==> src/hw/rtl/pmo_pkg.sv <==
// Shared types, constants and arithmetic helpers for the polyline miter offset block.
`default_nettype none
package pmo_pkg;

    localparam int COORD_W = 32;
    localparam int DELTA_W = 33;
    localparam int WIDTH_W = 31;
    localparam int IN_DATA_W = 96;
    localparam int OUT_DATA_W = 160;
    localparam int QDEPTH = 4;
    localparam int QAW = 2;
    localparam int QCW = 3;
    localparam int DVD_W = 64;
    localparam int DVS_W = 35;
    localparam logic [WIDTH_W-1:0] LINE_WIDTH_RST = 31'd65536;

    typedef enum logic [1:0] {
        JOB_LONE,
        JOB_END,
        JOB_INNER
    } job_kind_t;

    // One unit of work for the back end
    typedef struct packed {
        job_kind_t                   kind;
        logic signed [COORD_W-1:0]   px;
        logic signed [COORD_W-1:0]   py;
        logic signed [COORD_W-1:0]   pz;
        logic signed [DELTA_W-1:0]   d1x;
        logic signed [DELTA_W-1:0]   d1y;
        logic signed [DELTA_W-1:0]   d2x;
        logic signed [DELTA_W-1:0]   d2y;
        logic                        run_end;
    } job_t;

    // Queue status seen by the front end
    typedef struct packed {
        logic room;
        logic valid;
    } q_stat_t;

    localparam logic signed [65:0] SAT_HI = 66'sd2147483647;
    localparam logic signed [65:0] SAT_LO = -66'sd2147483648;

    // Clamp a wide value to the signed 32-bit range
    function automatic logic signed [31:0] sat32(input logic signed [65:0] v);
        logic signed [31:0] r;
        if (v > SAT_HI) begin
            r = 32'sh7FFFFFFF;
        end else if (v < SAT_LO) begin
            r = 32'sh80000000;
        end else begin
            r = v[31:0];
        end
        return r;
    endfunction

    // Divide by 2^31, rounding half away from zero
    function automatic logic signed [34:0] rnd_q31(input logic signed [65:0] p);
        logic [65:0] m;
        logic [65:0] q;
        logic signed [34:0] qs;
        m = p[65] ? 66'(-p) : 66'(p);
        q = (m + (66'd1 << 30)) >> 31;
        qs = $signed(q[34:0]);
        return p[65] ? -qs : qs;
    endfunction

    // Divide by 2^30, rounding half away from zero
    function automatic logic signed [34:0] rnd_q30(input logic signed [65:0] p);
        logic [65:0] m;
        logic [65:0] q;
        logic signed [34:0] qs;
        m = p[65] ? 66'(-p) : 66'(p);
        q = (m + (66'd1 << 29)) >> 30;
        qs = $signed(q[34:0]);
        return p[65] ? -qs : qs;
    endfunction

endpackage
`default_nettype wire

==> src/hw/rtl/pmo_front.sv <==
// Front end: accepts vertices, tracks the held vertices and issues jobs.
`default_nettype none
module pmo_front (
    input  wire logic          aclk,
    input  wire logic          aresetn,
    input  wire logic          s_tvalid,
    output logic               s_tready,
    input  wire logic [95:0]   s_tdata,  // vx, vy, vz
    input  wire logic          s_tlast,  // final_vertex
    input  pmo_pkg::q_stat_t   q_stat,
    output logic               q_push,
    output pmo_pkg::job_t      q_job
);
    import pmo_pkg::*;

    logic [1:0]                seen_reg;
    logic signed [COORD_W-1:0] prev_x_reg, prev_y_reg, prev_z_reg;
    logic signed [COORD_W-1:0] older_x_reg, older_y_reg;
    job_t                      pend_reg;
    logic                      pend_valid_reg;

    logic signed [COORD_W-1:0] cx, cy, cz;
    logic signed [DELTA_W-1:0] dcx, dcy;
    logic                      accept;
    logic                      push1;
    job_t                      job1, job2;

    assign cx = $signed(s_tdata[31:0]);
    assign cy = $signed(s_tdata[63:32]);
    assign cz = $signed(s_tdata[95:64]);
    assign dcx = DELTA_W'(cx) - DELTA_W'(prev_x_reg);
    assign dcy = DELTA_W'(cy) - DELTA_W'(prev_y_reg);

    assign s_tready = q_stat.room && !pend_valid_reg;
    assign accept   = s_tvalid && s_tready;

    // classify the incoming vertex
    always_comb begin
        job1 = '0;
        push1 = 1'b0;
        case (seen_reg)
            2'd0: begin
                job1.kind = JOB_LONE;
                job1.px = cx;
                job1.py = cy;
                job1.pz = cz;
                job1.run_end = 1'b1;
                push1 = s_tlast;
            end
            2'd1: begin
                job1.kind = JOB_END;
                job1.px = prev_x_reg;
                job1.py = prev_y_reg;
                job1.pz = prev_z_reg;
                job1.d1x = dcx;
                job1.d1y = dcy;
                push1 = 1'b1;
            end
            default: begin
                job1.kind = JOB_INNER;
                job1.px = prev_x_reg;
                job1.py = prev_y_reg;
                job1.pz = prev_z_reg;
                job1.d1x = DELTA_W'(prev_x_reg) - DELTA_W'(older_x_reg);
                job1.d1y = DELTA_W'(prev_y_reg) - DELTA_W'(older_y_reg);
                job1.d2x = dcx;
                job1.d2y = dcy;
                push1 = 1'b1;
            end
        endcase
        job2 = '0;
        job2.kind = JOB_END;
        job2.px = cx;
        job2.py = cy;
        job2.pz = cz;
        job2.d1x = dcx;
        job2.d1y = dcy;
        job2.run_end = 1'b1;
    end

    assign q_push = (accept && push1) || pend_valid_reg;
    assign q_job  = pend_valid_reg ? pend_reg : job1;

    // hold vertex history and the second job of a final vertex
    always_ff @(posedge aclk) begin
        if (!aresetn) begin
            seen_reg       <= 2'd0;
            pend_valid_reg <= 1'b0;
        end else begin
            pend_valid_reg <= 1'b0;
            if (accept) begin
                if (s_tlast) begin
                    seen_reg <= 2'd0;
                    if (seen_reg != 2'd0) begin
                        pend_reg       <= job2;
                        pend_valid_reg <= 1'b1;
                    end
                end else begin
                    older_x_reg <= prev_x_reg;
                    older_y_reg <= prev_y_reg;
                    prev_x_reg  <= cx;
                    prev_y_reg  <= cy;
                    prev_z_reg  <= cz;
                    seen_reg    <= (seen_reg == 2'd0) ? 2'd1 : 2'd2;
                end
            end
        end
    end

endmodule
`default_nettype wire

==> config.mk <==
export PLATFORM = sky130hd
export DESIGN_NAME = pmo_front
export DESIGN_NICKNAME = d
export VERILOG_FILES = /design/src/hw/rtl/pmo_pkg.sv /design/src/hw/rtl/pmo_front.sv
export SDC_FILE = /design/constraint.sdc
export NUM_CORES = 1
export LEC_CHECK = 0
export ABC_CLOCK_PERIOD_IN_PS = 18720
export BUFFER_PORTS_ARGS = -buffer_cell sky130_fd_sc_hd__buf_2
export CAP_MARGIN = 5
export CELL_PAD_IN_SITES_DETAIL_PLACEMENT = 0
export CELL_PAD_IN_SITES_GLOBAL_PLACEMENT = 2
export CORE_ASPECT_RATIO = 0.8
export CORE_UTILIZATION = 30
export CTS_BUF_LIST = sky130_fd_sc_hd__clkbuf_4 sky130_fd_sc_hd__clkbuf_8
export DETAILED_ROUTE_END_ITERATION = 8
export PLACE_DENSITY_LB_ADDON = 0.25
export SLEW_MARGIN = 5
export SYNTH_ARGS = -nofsm -noshare
export SYNTH_HDL_FRONTEND = slang
export SYNTH_SLANG_ARGS = --single-unit
export TNS_END_PERCENT = 100
==> constraint.sdc <==
create_clock -name aclk -period 18.72 [get_ports aclk]
set_input_delay 1.872 -clock aclk [delete_from_list [all_inputs] [get_ports aclk]]
set_output_delay 1.872 -clock aclk [all_outputs]
set_load 0.05 [all_outputs]
# Yosys cells after proc, flatten, opt, wreduce, memory -nomap -nowiden
# Cells that the tools add are included.
[totals]
ff_bits = 325
latch_bits = 0
mem_bits_rw = 0
rom_bits = 0
input_bits = 102
wordCells = 38
memories = 0
[classes]
add_sub_neg = 4
multipliers = 0
n_div = 0
n_lt_le_gt_ge = 0
eq_ne = 1
shifts = 0
mux = 9
bitwise = 1
n_reduce_logical = 11
[ops]
columns = ["cell", "count"]
rows = [
  ["2-to-1 mux 231 bit", 1],
  ["one-hot mux 98 bit (2 select lines)", 1],
  ["one-hot mux 66 bit (2 select lines)", 1],
  ["subtractor 32 x 32 -> 33 bit", 4],
  ["2-to-1 mux 66 bit", 1],
  ["AND reduction 3 bit", 2],
  ["2-to-1 mux 2 bit", 2],
  ["AND reduction 4 bit", 1],
  ["logical AND 1 bit", 3],
  ["2-to-1 mux 1 bit", 3],
  ["equality test 2 x 1 -> 1 bit (second input constant)", 1],
  ["logical NOT 2 bit", 1],
  ["nonzero test 2 bit", 1],
  ["OR reduction 2 bit", 1],
  ["logical NOT 1 bit", 1],
  ["logical OR 1 bit", 1],
  ["inverter 1 bit", 1],
]

# Depth between registers and ports, before layout
[depth]
ltp_word = 5
depth_mapped = 14
ltp_nobuf = 14

# Least setup slack after synthesis
# No wires, ideal clock.
[synth_timing]
kind = "input to register"
from = "input port q_stat[1] (netlist name)"
to = "register pend_reg[100] (netlist name), enable pin"
setup_time_ns = 0.916
arrival_ns = 14.709
setup_slack_ns = 3.096
path_stages = 4
path_buffers = 0
cell_sequence = "nor2b_1 and2_1 nand2_1 nor3b_1"
[synth_between]
elab_chain_cells = 3
[synth_lines]
columns = ["item", "line", "rtl"]
rows = [
  ["from (decl)", "pmo_front.sv:10", "input pmo_pkg::q_stat_t q_stat,"],
  ["logical AND 1 bit", "pmo_front.sv:34", "assign s_tready = q_stat.room && !pend_valid_reg;"],
  ["logical AND 1 bit", "pmo_front.sv:35", "assign accept = s_tvalid && s_tready;"],
  ["AND reduction 4 bit (no source line)", "n/a", ""],
  ["to (signal assigned)", "pmo_front.sv:95", "pend_reg <= job2;"],
  ["to (decl)", "pmo_front.sv:19", "job_t pend_reg;"],
]
# No other way between the ends.
# A chain may end at the register's enable or synchronous reset.

==> impl_metrics.yaml <==
status:
  status: "finished, final reports clean"
grt:
  grt_pass1_wl_mm: 93.73
  grt_max_degree: 134
  antenna_found_initial: 1
  grt_remaining_overflow: 0
  grt_pass1_vias: 15580
  track_usage: 0.1775
cts:
  clock_sinks: 325
  holdBufCountCts: 0
  clock_latency_ns: 0.67
  postCtsSetupRepairBufs: 0
  cts.clk_slew.worst_paths_ns: 0.06
  cts_root_buf: "clkbuf_8"
  cts_tree: "yes"
  htreeDepth: 2
  cts_resized: 0
  clock_path_buffers: 3
  cts-buffers-inserted: 61
detailed_routing:
  wirelength_mm: 61.67
  num_vias: 15950
  viasPerCell: 4.970
  drt-wirelength-per-cell_um: 19.21
  postRouteAntennaNets: 0
  drt_iter0_drc: 937
  drc_errors: 0
  drt_pass1_iterations: 5
critical_path:
  start_kind: "input pin"
  required_ns: 16.85
  rr_startpoint: "prev_x_reg[0]$_DFFE_PP_"
  critPathCaptureType: "output pin"
  critical_path_class: "input pin to output pin"
  crit_path_end: "q_job[126]"
  reg2reg_depth: 11
  setup.worst_path.start: "s_tdata[0]"
  crit_fanout: 4
  cp.arrival_ns: 5.77
  r2r_end: "pend_reg[130]$_DFFE_PP_"
  rrSetupSlack_ns: 14.95
cells_and_area:
  fin_nets: 2532
  fillers: 6797
  stdcell_area_mm2: 0.02394
  largest_reg_flops: 162
  drive_above_1_share: 0.1997
  fin_cells: 3210
  syn_to_final_growth_pct: 19.01
pwr:
  leakage_nw: 10.61
  powerDensity_mw_per_mm2: 77.82
  peakVddDrop_mv: 0.05834
  p_total_mw: 1.863
placed_design:
  placed_cells: 3095
  place_area_mm2: 0.02271
  routabilityCongestion: 0.8364
  io_buffers: 333
  place_hpwl_mm: 43.56
logic_synthesis:
  synth.distinct_cells: 67
  synth_xor_area_frac: 0.04485
  synth-main-ff-cell: "edfxtp_1"
  synth-seq-area-share: 0.4837
  synthCells: 1971
  synth_edf_count: 322
  yosysTopAreaCellShare: 0.4807
  synth_compound_area_frac: 0.1692
  synthMuxAreaShare: 0.05355
  synthSimpleGateAreaFrac: 0.1118
  synth_nets: 2205
  synthArstFlopShare: 0
  synth.avg_cell_area_um2: 10.21
  yosys-top-cells-area: "edfxtp_1 48%, ha_1 8.0%, mux2i_1 5.1%"
  synth_top_family_by_area: "compound AO/OA/AOI/OAI gates"
  synth_area_leader_cell: "edfxtp_1"
  yosys_warnings: 0
  ys_seq_elements: 325
  synthAdderAreaFrac: 0.08360
  syn_area_mm2: 0.02012
floorplanning:
  rows: 84
  core_mm2: 0.06600
  die_h_um: 233.6
  die_w_um: 291.5
  fp.dieArea_mm2: 0.06810
  start_util: 0.3048
  boundaryPins: 335
sta:
  finalMaxSlewViolations: 0
  rsz0062_at_grt: "no"
  tns_ns: 0
  tightest_slew_ns: 1.161
  layout_min_cycle_time_ns: 7.646
  fin_crit_sh: 0.4084
  slew-limit-headroom: 0.2191
  max_freq_mhz: 130.8
  fin_worst_skew_ns: 0.03733
  setup_violations: 0
  hold_viol: 0
  holdWs_ns: 0.5260
run:
  maxCapViolations: 0
min_path:
  hold_class: "register to register"
## how the worst min path moves through the flow
stage | startpoint | endpoint | slack (ns) | cells past startpoint
3_3_place_gp | prev_x_reg[10]$_DFFE_PP_ | older_x_reg[10]$_DFFE_PP_ | 0.51 | 0
4_1_cts | prev_x_reg[2]$_DFFE_PP_ | older_x_reg[2]$_DFFE_PP_ | 0.53 | 0
6_report | prev_x_reg[10]$_DFFE_PP_ | older_x_reg[10]$_DFFE_PP_ | 0.53 | 0
5_1_grt | prev_x_reg[23]$_DFFE_PP_ | older_x_reg[23]$_DFFE_PP_ | 0.55 | 0
3_5_place_dp | prev_x_reg[2]$_DFFE_PP_ | older_x_reg[2]$_DFFE_PP_ | 0.51 | 0
2_1_floorplan | prev_x_reg[0]$_DFFE_PP_ | older_x_reg[0]$_DFFE_PP_ | 0.48 | 0
## synth_stat cells, drive strengths merged, types with 6 or more instances
| master | number |
|---|---|
| edfxtp | 322 |
| inv | 203 |
| nand2 | 198 |
| o21ai | 175 |
| ha | 128 |
| a21oi | 126 |
| mux2i | 102 |
| nor2 | 96 |
| clkbuf | 75 |
| xnor2 | 62 |
| a21o | 60 |
| and2 | 51 |
| xor2 | 41 |
| a221oi | 33 |
| nand2b | 23 |
| nor3 | 22 |
| nand3 | 21 |
| a22oi | 18 |
| nand4 | 17 |
| nor2b | 17 |
| a31oi | 13 |
| o21bai | 13 |
| a211oi | 12 |
| and3 | 12 |
| o211ai | 12 |
| o21a | 10 |
| o221ai | 8 |
| buf | 7 |
| nor3b | 7 |
| o31ai | 7 |
| o22ai | 6 |
## cells in the final DEF (no fill, tap or decap), drive strengths merged, types with 78 or more instances in the layout
cell	synthesis	layout
a21oi	126	126
clkbuf	75	78
ha	128	128
edfxtp	322	322
mux2i	102	102
inv	203	204
nand2	198	198
buf	7	346
nor2	96	96
o21ai	175	175
## power breakdown
group | internal (mW) | total [mW] | switching [mW]
sequential | 0.812 | 0.817 | 0.00494
clock | 0.392 | 0.722 | 0.329
combinational | 0.0940 | 0.324 | 0.230
## cell type report
| class | count | area (µm²) | share of cell area |
|---|---|---|---|
| sequential | 325 | 9734 | 0.4066 |
| multi-input combinational | 1361 | 9344 | 0.3903 |
| timing repair buffer | 346 | 1789 | 0.07474 |
| tap | 860 | 1076 | 0.04495 |
| clock buffer | 78 | 967.2 | 0.04040 |
| inverter | 203 | 762.0 | 0.03183 |
| clock inverter | 35 | 261.5 | 0.01092 |
| antenna | 2 | 5.005 | 0.0002091 |
## per-layer routing
metal	wire (µm)	GRT usage	part of all wire	up-vias
met5	0	0	0	-
met4	1313	0.04885	0.021	0
met3	3084	0.03216	0.050	93
met2	26030	0.2620	0.42	405
met1	31240	0.2627	0.51	7635
li1	-	-	-	7820
## kinds of logic (layout without fill, tap and decap cells)
logic type | after synthesis | count (layout)
adder cells (fa/ha/maj) | 132 | 132
other | 0 | 2
flip-flops | 325 | 325
buffers and inverters | 285 | 662
AND/OR/NAND/NOR | 482 | 482
multiplexers | 107 | 107
AO/OA/AOI/OAI | 537 | 537
XOR/XNOR | 103 | 103
## critical path, cell delays in order
cell and delay, ns:
buf_2 0.12, inv_1 0.06, ha_1 0.16, inv_1 0.05
fa_1 0.41, a21o_1 0.21, a311oi_1 0.46, nor4_1 0.25
o311a_1 0.40, o21ai_1 0.36, nor2_1 0.09, nor2_1 0.13
xor2_1 0.45, nor2_1 0.10, o41a_1 0.41, buf_2 0.23
## stage by stage
step,utilization,setup slack [ns]
floorplan,-,3.096
global placement,0.3440,11.13
detailed placement,0.3440,11.08
CTS,0.3626,11.06
global route,0.3627,10.77
finish,0.3627,11.07
No activity file was read; power rests on OpenSTA's default activity.
