$ cat src/hw/rtl/pmo_pkg.sv
// Shared types, constants and arithmetic helpers for the polyline miter offset block.
`default_nettype none
package pmo_pkg;

    localparam int COORD_W = 32;
    localparam int DELTA_W = 33;
    localparam int WIDTH_W = 31;
    localparam int IN_DATA_W = 96;
    localparam int OUT_DATA_W = 160;
    localparam int QDEPTH = 4;
    localparam int QAW = 2;
    localparam int QCW = 3;
    localparam int DVD_W = 64;
    localparam int DVS_W = 35;
    localparam logic [WIDTH_W-1:0] LINE_WIDTH_RST = 31'd65536;

    typedef enum logic [1:0] {
        JOB_LONE,
        JOB_END,
        JOB_INNER
    } job_kind_t;

    // One unit of work for the back end
    typedef struct packed {
        job_kind_t                   kind;
        logic signed [COORD_W-1:0]   px;
        logic signed [COORD_W-1:0]   py;
        logic signed [COORD_W-1:0]   pz;
        logic signed [DELTA_W-1:0]   d1x;
        logic signed [DELTA_W-1:0]   d1y;
        logic signed [DELTA_W-1:0]   d2x;
        logic signed [DELTA_W-1:0]   d2y;
        logic                        run_end;
    } job_t;

    // Queue status seen by the front end
    typedef struct packed {
        logic room;
        logic valid;
    } q_stat_t;

    localparam logic signed [65:0] SAT_HI = 66'sd2147483647;
    localparam logic signed [65:0] SAT_LO = -66'sd2147483648;

    // Clamp a wide value to the signed 32-bit range
    function automatic logic signed [31:0] sat32(input logic signed [65:0] v);
        logic signed [31:0] r;
        if (v > SAT_HI) begin
            r = 32'sh7FFFFFFF;
        end else if (v < SAT_LO) begin
            r = 32'sh80000000;
        end else begin
            r = v[31:0];
        end
        return r;
    endfunction

    // Divide by 2^31, rounding half away from zero
    function automatic logic signed [34:0] rnd_q31(input logic signed [65:0] p);
        logic [65:0] m;
        logic [65:0] q;
        logic signed [34:0] qs;
        m = p[65] ? 66'(-p) : 66'(p);
        q = (m + (66'd1 << 30)) >> 31;
        qs = $signed(q[34:0]);
        return p[65] ? -qs : qs;
    endfunction

    // Divide by 2^30, rounding half away from zero
    function automatic logic signed [34:0] rnd_q30(input logic signed [65:0] p);
        logic [65:0] m;
        logic [65:0] q;
        logic signed [34:0] qs;
        m = p[65] ? 66'(-p) : 66'(p);
        q = (m + (66'd1 << 29)) >> 30;
        qs = $signed(q[34:0]);
        return p[65] ? -qs : qs;
    endfunction

endpackage
`default_nettype wire

$ cat src/hw/rtl/pmo_queue.sv
// Short job queue between the front end and the back end.
`default_nettype none
module pmo_queue (
    input  wire logic          aclk,
    input  wire logic          aresetn,
    input  wire logic          push,
    input  pmo_pkg::job_t      push_job,
    input  wire logic          pop,
    output pmo_pkg::job_t      head_job,
    output pmo_pkg::q_stat_t   stat
);
    import pmo_pkg::*;

    job_t             mem [QDEPTH];
    logic [QAW-1:0]   wr_ptr_reg;
    logic [QAW-1:0]   rd_ptr_reg;
    logic [QCW-1:0]   count_reg;

    assign head_job   = mem[rd_ptr_reg];
    assign stat.valid = (count_reg != '0);
    // room for two more jobs
    assign stat.room  = (count_reg <= QCW'(QDEPTH - 2));

    // write entries
    always_ff @(posedge aclk) begin
        if (push) begin
            mem[wr_ptr_reg] <= push_job;
        end
    end

    // advance pointers and count
    always_ff @(posedge aclk) begin
        if (!aresetn) begin
            wr_ptr_reg <= '0;
            rd_ptr_reg <= '0;
            count_reg  <= '0;
        end else begin
            if (push) begin
                wr_ptr_reg <= wr_ptr_reg + 1'b1;
            end
            if (pop) begin
                rd_ptr_reg <= rd_ptr_reg + 1'b1;
            end
            if (push && !pop) begin
                count_reg <= count_reg + 1'b1;
            end else if (pop && !push) begin
                count_reg <= count_reg - 1'b1;
            end
        end
    end

endmodule
`default_nettype wire

$ cat config.mk
export PLATFORM = sky130hd
export DESIGN_NAME = pmo_queue
export DESIGN_NICKNAME = d
export VERILOG_FILES = /design/src/hw/rtl/pmo_pkg.sv /design/src/hw/rtl/pmo_queue.sv
export SDC_FILE = /design/constraint.sdc
export NUM_CORES = 1
export LEC_CHECK = 0
export BUFFER_PORTS_ARGS = -buffer_cell sky130_fd_sc_hd__buf_2
export CAP_MARGIN = 25
export CORE_ASPECT_RATIO = 0.8
export CORE_MARGIN = 10
export CORE_UTILIZATION = 50
export DETAILED_ROUTE_END_ITERATION = 7
export PLACE_DENSITY = 0.74
export SLEW_MARGIN = 40
export SYNTH_ARGS = -nofsm -noshare
export SYNTH_HDL_FRONTEND = slang
export SYNTH_SLANG_ARGS = --single-unit
$ cat constraint.sdc
create_clock -name aclk -period 6.9 [get_ports aclk]
set_input_delay 1.38 -clock aclk [delete_from_list [all_inputs] [get_ports aclk]]
set_output_delay 1.38 -clock aclk [all_outputs]
set_load 0.01 [all_outputs]
Word level (Yosys, flattened, before mapping)
Memory sizes are Yosys's and may differ from the RTL's. A register that Yosys moved wholly into a read port is not among the register bits.
Cells that the tools add are included.
W data, S select, Z words.
- multiplexer cells: 6
- magnitude comparators: 1
- add/sub/neg operators: 4
- reduce and logical (&&, ||, !) cells: 6
- operator list (cell ; number):
    $mux W3 ; 2
    $add A2 B1 Y2 const B ; 2
    $mux W2 ; 2
    $add A3 B1 Y3 const B ; 1
    $le A3 B2 Y1 const B ; 1
    $reduce_bool A3 Y1 ; 1
    $sub A3 B1 Y3 const B ; 1
    $logic_and A1 B1 Y1 ; 2
    $logic_not A1 Y1 ; 2
    $mux W1 ; 2
    $reduce_bool A2 Y1 ; 1
- memory bits (writable): 924
- register bits after elaboration: 7
- input bits: 235
- memories kept: 1
- memories (name ; words ; width ; read ports ; clocked after Yosys merged registers in ; wr ports ; line ; text):
    mem ; 4 ; 231 ; 1 ; 1 ; 1 ; pmo_queue.sv:14 ; job_t mem [QDEPTH];

Longest topological paths before layout
Gate-level depths: netlist of run 1.
- depth after elaboration: 4
- gate-level depth with buffers: 7
- gate-level depth less buffers: 7

Worst setup path before layout of run 1
OpenSTA, ideal clock, no wires.
- kind: input to register
- start point: in push
- end point: mem mem[0][0] (netlist bit), enable pin
- slack: -0.328 ns
- arrival time: 6.609 ns
- required time: 6.280 ns
- path buffers: 0
- stages: 1
- cells stage by stage: and2_1
- word-level cells in the longest chain between the ends: 2
- RTL lines (item ; line ; text):
    from (decl) ; pmo_queue.sv:6 ; input wire logic push,
    $mux W1 ; pmo_queue.sv:26 ; if (push) begin
    $mux W1 (implied by the code) ; pmo_queue.sv:27 ; mem[wr_ptr_reg] <= push_job;
    to (decl) ; pmo_queue.sv:14 ;
No other way between the ends.

==> flow_summary_export.csv, run 1 <==
group,metric,value,unit
sta,setup_tns,0,ns
power_and_ir_drop,power.switching,2.722,mW
die,dieArea,78430,sq um
logic_synthesis,synth.avg_cell_area,27.03,sq um
sta,setup_viol,0,
global_routing,grt_util_met3,6.324,%
global_routing,grt_max_degree,123,
global_routing,gr-usage-all-layers,17.50,%
power_and_ir_drop,p_per_area,312.7,nW/um^2
power_and_ir_drop,p_comb_share,9.4,%
placement,numPlacedInstances,2601,
placement,gp_congestion,0.7338,
sta,clock-skew-final,0.02839,ns
sta,slew_headroom,37.80,%
sta,grt_setup_unrepaired,"false",
placement,dp_hpwl,43330,um
sta,finalHoldViolCount,0,
cts,cts_tree,"built",
critical_path,rrSetupSlack,4.61,ns
flow_run,maxCapViolations,0,
logic_synthesis,synth_top_area_share,82.13,%
logic_synthesis,ys_types,19,
sta,setup_slack,2.739,ns
routing,vias_per_cell,5.475,
final_layout,nets,2019,
die,io_pins,468,
final_layout,drive_above_1_share,45.83,%
sta,tightest_slew,0.9330,ns
placement,pre_cts_ws,3.402,ns
global_routing,grt_first_pass_wirelength,104300,um
logic_synthesis,yosys.area.top_type,"edfxtp_1",
min_path,worstHoldPathType,"reg -> reg",
die,fp.dieW,310.6,um
routing,vias,15189,
sta,drv_slew,0,
logic_synthesis,synthArstFlopShare,0,%
global_routing,grt_util_met1,22.26,%
power_and_ir_drop,switching_share,21.68,%
final_layout,largest_reg_flops,924,
sta,hold_slack,0.5240,ns
die,initial_utilization,50.34,%
final_layout,multi_input_area,5461,sq um
cts,cts.clk_slew.worst_paths,0.06,ns
logic_synthesis,synth.yosys.seq_area_share,82.66,%
logic_synthesis,netlist_instances,1250,
logic_synthesis,synth_area_leaders,"edfxtp_1, mux4_2, buf_6",
power_and_ir_drop,power_frac_clock,38.1,%
cts,clk_latency,0.62,ns
cts,clockRootBuffer,"clkbuf_16",
logic_synthesis,netlist_area,33780,sq um
power_and_ir_drop,ir_drop,0.2647,mV
logic_synthesis,ys_seq_elements,933,
final_layout,area_growth,18.84,%
die,dieHeight,252.5,um
cts,h-tree-depth,3,
final_layout,fin_area,40150,sq um
logic_synthesis,synth_common_cells,"edfxtp_1, mux4_2, buf_2",
logic_synthesis,synth_fp_nets,1491,
logic_synthesis,synth_warnings,0,
routing,drtIter0Drc,1402,
logic_synthesis,synthMostInstantiatedCell,"edfxtp_1",
sta,fmax,0.2403,GHz
status,status,"complete, no violations",
power_and_ir_drop,cellLeakagePower,13.37,nW
cts,clock-sinks,933,
critical_path,path_max_fanout,122,
die,core-area,67110,sq um
critical_path,endpoint_kind,"output pin",
logic_synthesis,synth_edf_count,924,
placement,port_buffers,467,
logic_synthesis,synth_ff_type,"edfxtp_1",
routing,drt-pass1-iter-count,5,
power_and_ir_drop,p_seq_share,52.5,%
final_layout,nFillCells,4594,
final_layout,regArea,27930,sq um
critical_path,crit_required,5.52,ns
placement,postPlaceCellArea,37240,sq um
die,rows,85,
global_routing,grt_use_met2,28.32,%
global_routing,grt_overflow,0,
sta,fin_crit_sh,60.31,%
power_and_ir_drop,p_int,9.834,mW
cts,cts_setup_buffers,0,
global_routing,grt-busiest-layer,"met2",
cts,clock_path_buffers,3,
final_layout,stdcell_count,2774,
routing,routedWlPerCell,24.85,um
routing,drt-total-wl,68920,um
critical_path,critPathKind,"reg -> out",
routing,remaining_drc_errors,0,
sta,min_period,4.161,ns
global_routing,antenna_found_initial,33,
routing,drtAntennaViolNets,0,
cts,numCtsBuffers,88,
critical_path,arrival,2.78,ns
cts,hold_buffers,0,
cts,cts.repair.resized,0,
critical_path,start_kind,"flop",
global_routing,grt_pass1_vias,16127,
## per-layer routing
layer	share of wire [%]	wire (um)	vias to the layer above
met4	2.3	1565	38
met1	38	26270	7943
met5	0.37	254	-
li1	-	-	6525
met2	50	34390	538
met3	9.4	6447	145
## path summary, 6_finish.rpt
check / startpoint / end / depth (start not counted)
worst max-delay path: flop / head_job[47] / 3
worst min-delay path: count_reg[2] / count_reg[2] / 2
worst max register to register: wr_ptr_reg[0] / mem[2][174] / 7
worst min register to register: count_reg[2] / count_reg[2] / 2
## metrics by stage
stage | total power, mW | util [%]
3_5_place_dp | 7.914 | 55.50
6_report | 12.56 | 59.83
3_3_place_gp | 7.866 | 55.31
5_1_grt | 13.01 | 59.80
4_1_cts | 12.70 | 59.78
2_1_floorplan | 7.405 | -
## power by group through the flow
stage	Sequential [mW]	Combinational [mW]	Clock [mW]
after floorplan	6.70	0.705	0
after global placement	6.70	1.17	0
after detailed placement	6.71	1.20	0
after CTS	6.59	1.21	4.90
after global routing	6.61	1.27	5.13
final	6.59	1.18	4.79
## critical path, cell delays in order (launching register included)
cell     delay (ns)
dfxtp_4        0.70
buf_12         0.50
mux4_2         0.47
buf_2          0.17
## cell type report
class | count | share of cell area [%]
Antenna cell | 13 | 0.08103
Clock buffer | 105 | 5.697
Clock inverter | 55 | 1.462
Inverter | 4 | 0.03740
Multi-Input combinational cell | 261 | 13.60
Sequential cell | 933 | 69.58
Tap cell | 913 | 2.845
Timing Repair Buffer | 490 | 6.697
## layout by cell type (no fill, tap or decap), drive strengths merged
master and n:
edfxtp 924, buf 490, mux4 231, clkbuf 105, clkinv 39, diode 13
bufinv 11, dfxtp 9, and2 9, inv 8, ha 5, xor2 3
or3 2, mux2i 2, nor2b 2, xnor2 2, a21oi 1, nand2 1
o21ai 1, a21boi 1, fa 1, clkinvlp 1
## kinds of logic (layout without fill, tap and decap cells)
logic type	count (synthesis)	count (layout)	share of synthesized area [%]
adders and majority gates	6	6	0.2444
AOI/OAI and AO/OA	3	3	0.05183
xor gates and xnor gates	5	5	0.1296
buffers and inverters	56	654	1.204
other	0	13	0
DFF	933	933	82.66
and+or+nand+nor	14	14	0.2518
muxes	233	233	15.46
Note: power is estimated with default switching activity, not from simulation.
==> inputs of run 2 (changes only) <==
ABC_AREA = 1   (was default)
PLACE_DENSITY = 0.71   (was 0.74)
clock period = 3.9 ns   (was 6.9 ns; I/O delays follow)
==> run 2 against run 1 <==
  * Synthesized area up 2.0%
  * Design area increased by 1.4%
  * Cell count is 35% higher
  * Register-to-register slack got worse by 3.5 ns
  * Largest cell class unchanged
  * Worst setup slack worse by 2.3 ns
  * Critical path type unchanged
  * Utilization rose by 0.28 points
  * Flip-flop and latch count stayed put
  * Synthesized cell count increased by 83%
  * Routed wire length is 18% higher
  * Count of clock-buffer cells in the layout fell by 1
  * Hold slack got worse by 0.17 ns
  * Total power is 73% higher
  * Highest routed layer unchanged
==> flow_summary_export.csv, run 2 <==
group,metric,value,unit
status,status,"complete, no violations",
logic_synthesis,synth_edf_count,924,
logic_synthesis,synth_fp_nets,2533,
logic_synthesis,synth_ff_type,"edfxtp_1",
logic_synthesis,synth.avg_cell_area,15.03,sq um
cts,clock_path_buffers,3,
routing,vias,20847,
global_routing,grt_max_degree,189,
critical_path,crit_required,3.12,ns
critical_path,endpoint_kind,"output pin",
logic_synthesis,synthArstFlopShare,0,%
die,fp.dieW,313.5,um
sta,fin_crit_sh,89.93,%
die,dieArea,79860,sq um
cts,clk_latency,0.63,ns
routing,routedWlPerCell,21.75,um
placement,port_buffers,467,
routing,drtAntennaViolNets,0,
sta,setup_viol,0,
critical_path,path_max_fanout,143,
logic_synthesis,synth_common_cells,"edfxtp_1, nor2_1, o21ai_0",
placement,postPlaceCellArea,37920,sq um
cts,cts_setup_buffers,0,
logic_synthesis,yosys.area.top_type,"edfxtp_1",
critical_path,arrival,2.73,ns
routing,vias_per_cell,5.573,
final_layout,fin_area,40720,sq um
die,initial_utilization,50.85,%
logic_synthesis,ys_seq_elements,933,
cts,clock-sinks,933,
final_layout,largest_reg_flops,924,
routing,drt-pass1-iter-count,5,
global_routing,grt_overflow,0,
cts,cts.repair.resized,0,
logic_synthesis,synth_top_area_share,80.54,%
routing,remaining_drc_errors,0,
global_routing,gr-usage-all-layers,19.45,%
cts,hold_buffers,0,
sta,setup_slack,0.3926,ns
cts,numCtsBuffers,88,
critical_path,r2r_start,"wr_ptr_reg[0]",
logic_synthesis,muxShareOfSynthArea,0,%
logic_synthesis,ys_types,19,
critical_path,critPathKind,"reg -> out",
logic_synthesis,netlist_instances,2292,
die,rows,85,
final_layout,final_common_cell,"edfxtp_1",
logic_synthesis,synth-compound-area-share,11.07,%
final_layout,nFillCells,5025,
logic_synthesis,synth_xor_xnor_area_share,0,%
power_and_ir_drop,ir_drop,0.4743,mV
die,dieHeight,254.8,um
global_routing,antenna_found_initial,31,
final_layout,area_growth,18.20,%
placement,pre_cts_ws,0.8237,ns
logic_synthesis,synth_area_leaders,"edfxtp_1, o21ai_0, nor2_1",
routing,drtIter0Drc,1806,
sta,slew_headroom,38.58,%
logic_synthesis,netlist_area,34450,sq um
power_and_ir_drop,finalPower,21.74,mW
global_routing,grt_pass1_vias,20501,
min_path,hp-start,"push_job[179]",
placement,dp_hpwl,48050,um
sta,min_period,3.507,ns
power_and_ir_drop,cellLeakagePower,14.01,nW
logic_synthesis,yosys.area_share.simple,5.241,%
sta,drv_slew,0,
logic_synthesis,synth_fa_ha_area_share,0.2397,%
routing,drt-total-wl,81350,um
logic_synthesis,synth_top_family_by_area,"compound AO/OA/AOI/OAI gates",
cts,cts.clk_slew.worst_paths,0.07,ns
sta,setup_tns,0,ns
logic_synthesis,synthMostInstantiatedCell,"edfxtp_1",
sta,fmax,0.2851,GHz
cts,clockRootBuffer,"clkbuf_16",
die,core-area,67750,sq um
min_path,worstHoldPathType,"in -> reg",
global_routing,grt_first_pass_wirelength,120800,um
final_layout,drive_above_1_share,22.95,%
final_layout,nets,2977,
final_layout,layout_common_cells,"edfxtp_1, nor2_1, buf_2, o21ai_0, o22ai_1",
power_and_ir_drop,p_per_area,533.9,nW/um^2
cts,h-tree-depth,3,
placement,gp_congestion,0.7773,
die,io_pins,468,
sta,finalHoldViolCount,0,
sta,grt_setup_unrepaired,"false",
cts,cts_tree,"built",
logic_synthesis,synth_warnings,0,
flow_run,maxCapViolations,0,
sta,tightest_slew,0.9213,ns
critical_path,start_kind,"flop",
logic_synthesis,synth.yosys.seq_area_share,81.07,%
sta,clock-skew-final,0.02014,ns
sta,hold_slack,0.3529,ns
[run 2: cell count changes after synthesis, sizes merged, moves of 3 or more]
cell | previous run | this run
and2 | 9 | 0
xor2 | 3 | 0
inv | 4 | 16
mux4 | 231 | 0
nand2 | 1 | 10
o22ai | 0 | 231
nor2 | 0 | 468
a21oi | 1 | 5
clkbuf | 5 | 68
buf | 47 | 85
o21ai | 1 | 468
[run 2: layout make-up]
class | count | area [sq um] | area share [%]
Inverter | 16 | 87.58 | 0.2151
Timing Repair Buffer | 507 | 2985 | 7.332
Multi-Input combinational cell | 1190 | 5766 | 14.16
Antenna cell | 22 | 55.05 | 0.1352
Clock buffer | 104 | 2262 | 5.556
Clock inverter | 56 | 486.7 | 1.195
Sequential cell | 933 | 27930 | 68.60
Tap cell | 913 | 1142 | 2.805
[run 2: layer usage]
layer  up-vias  routed length, um  global-route usage [%]
met5         -                218                       0
met4        36               1590                   5.383
met2       678              40370                   32.21
li1       9630                  -                       -
met1     10365              31820                   24.63
met3       138               7351                   6.140
[run 2: through the flow]
step	instances	util (%)
after floorplan	2292	-
after global placement	3556	55.84
after detailed placement	3559	55.97
after CTS	3719	60.02
after global routing	3728	60.06
final	3741	60.11
[run 2: where the power goes]
| part | switching [mW] | internal, mW |
|---|---|---|
| sequential | 0.0964 | 11.5 |
| combinational | 1.39 | 0.655 |
| clock | 3.55 | 4.58 |
[run 2: worst paths after layout]
check	endpoint	slack (ns)	depth (start not counted)
worst min register to register	flop	0.45	1
worst max-delay path	head_job[21]	0.39	6
worst min-delay path	mem[2][179]	0.35	1
worst max register to register	mem[3][130]	1.11	6
[run 2: cell families (layout without fill, tap and decap cells)]
| family | Yosys count | in the layout |
|---|---|---|
| adder cells (fa/ha/maj) | 6 | 6 |
| AO/OA/AOI/OAI | 704 | 704 |
| AND/OR/NAND/NOR | 480 | 480 |
| buffers and inverters | 169 | 683 |
| other | 0 | 22 |
| flip-flops | 933 | 933 |
[run 2: worst max-delay path: stages, from the launching register on]
cell     delay (ns)
dfxtp_4        0.41
buf_12         0.12
buf_16         0.38
buf_16         0.36
o21ai_0        0.15
o22ai_1        0.33
buf_2          0.21
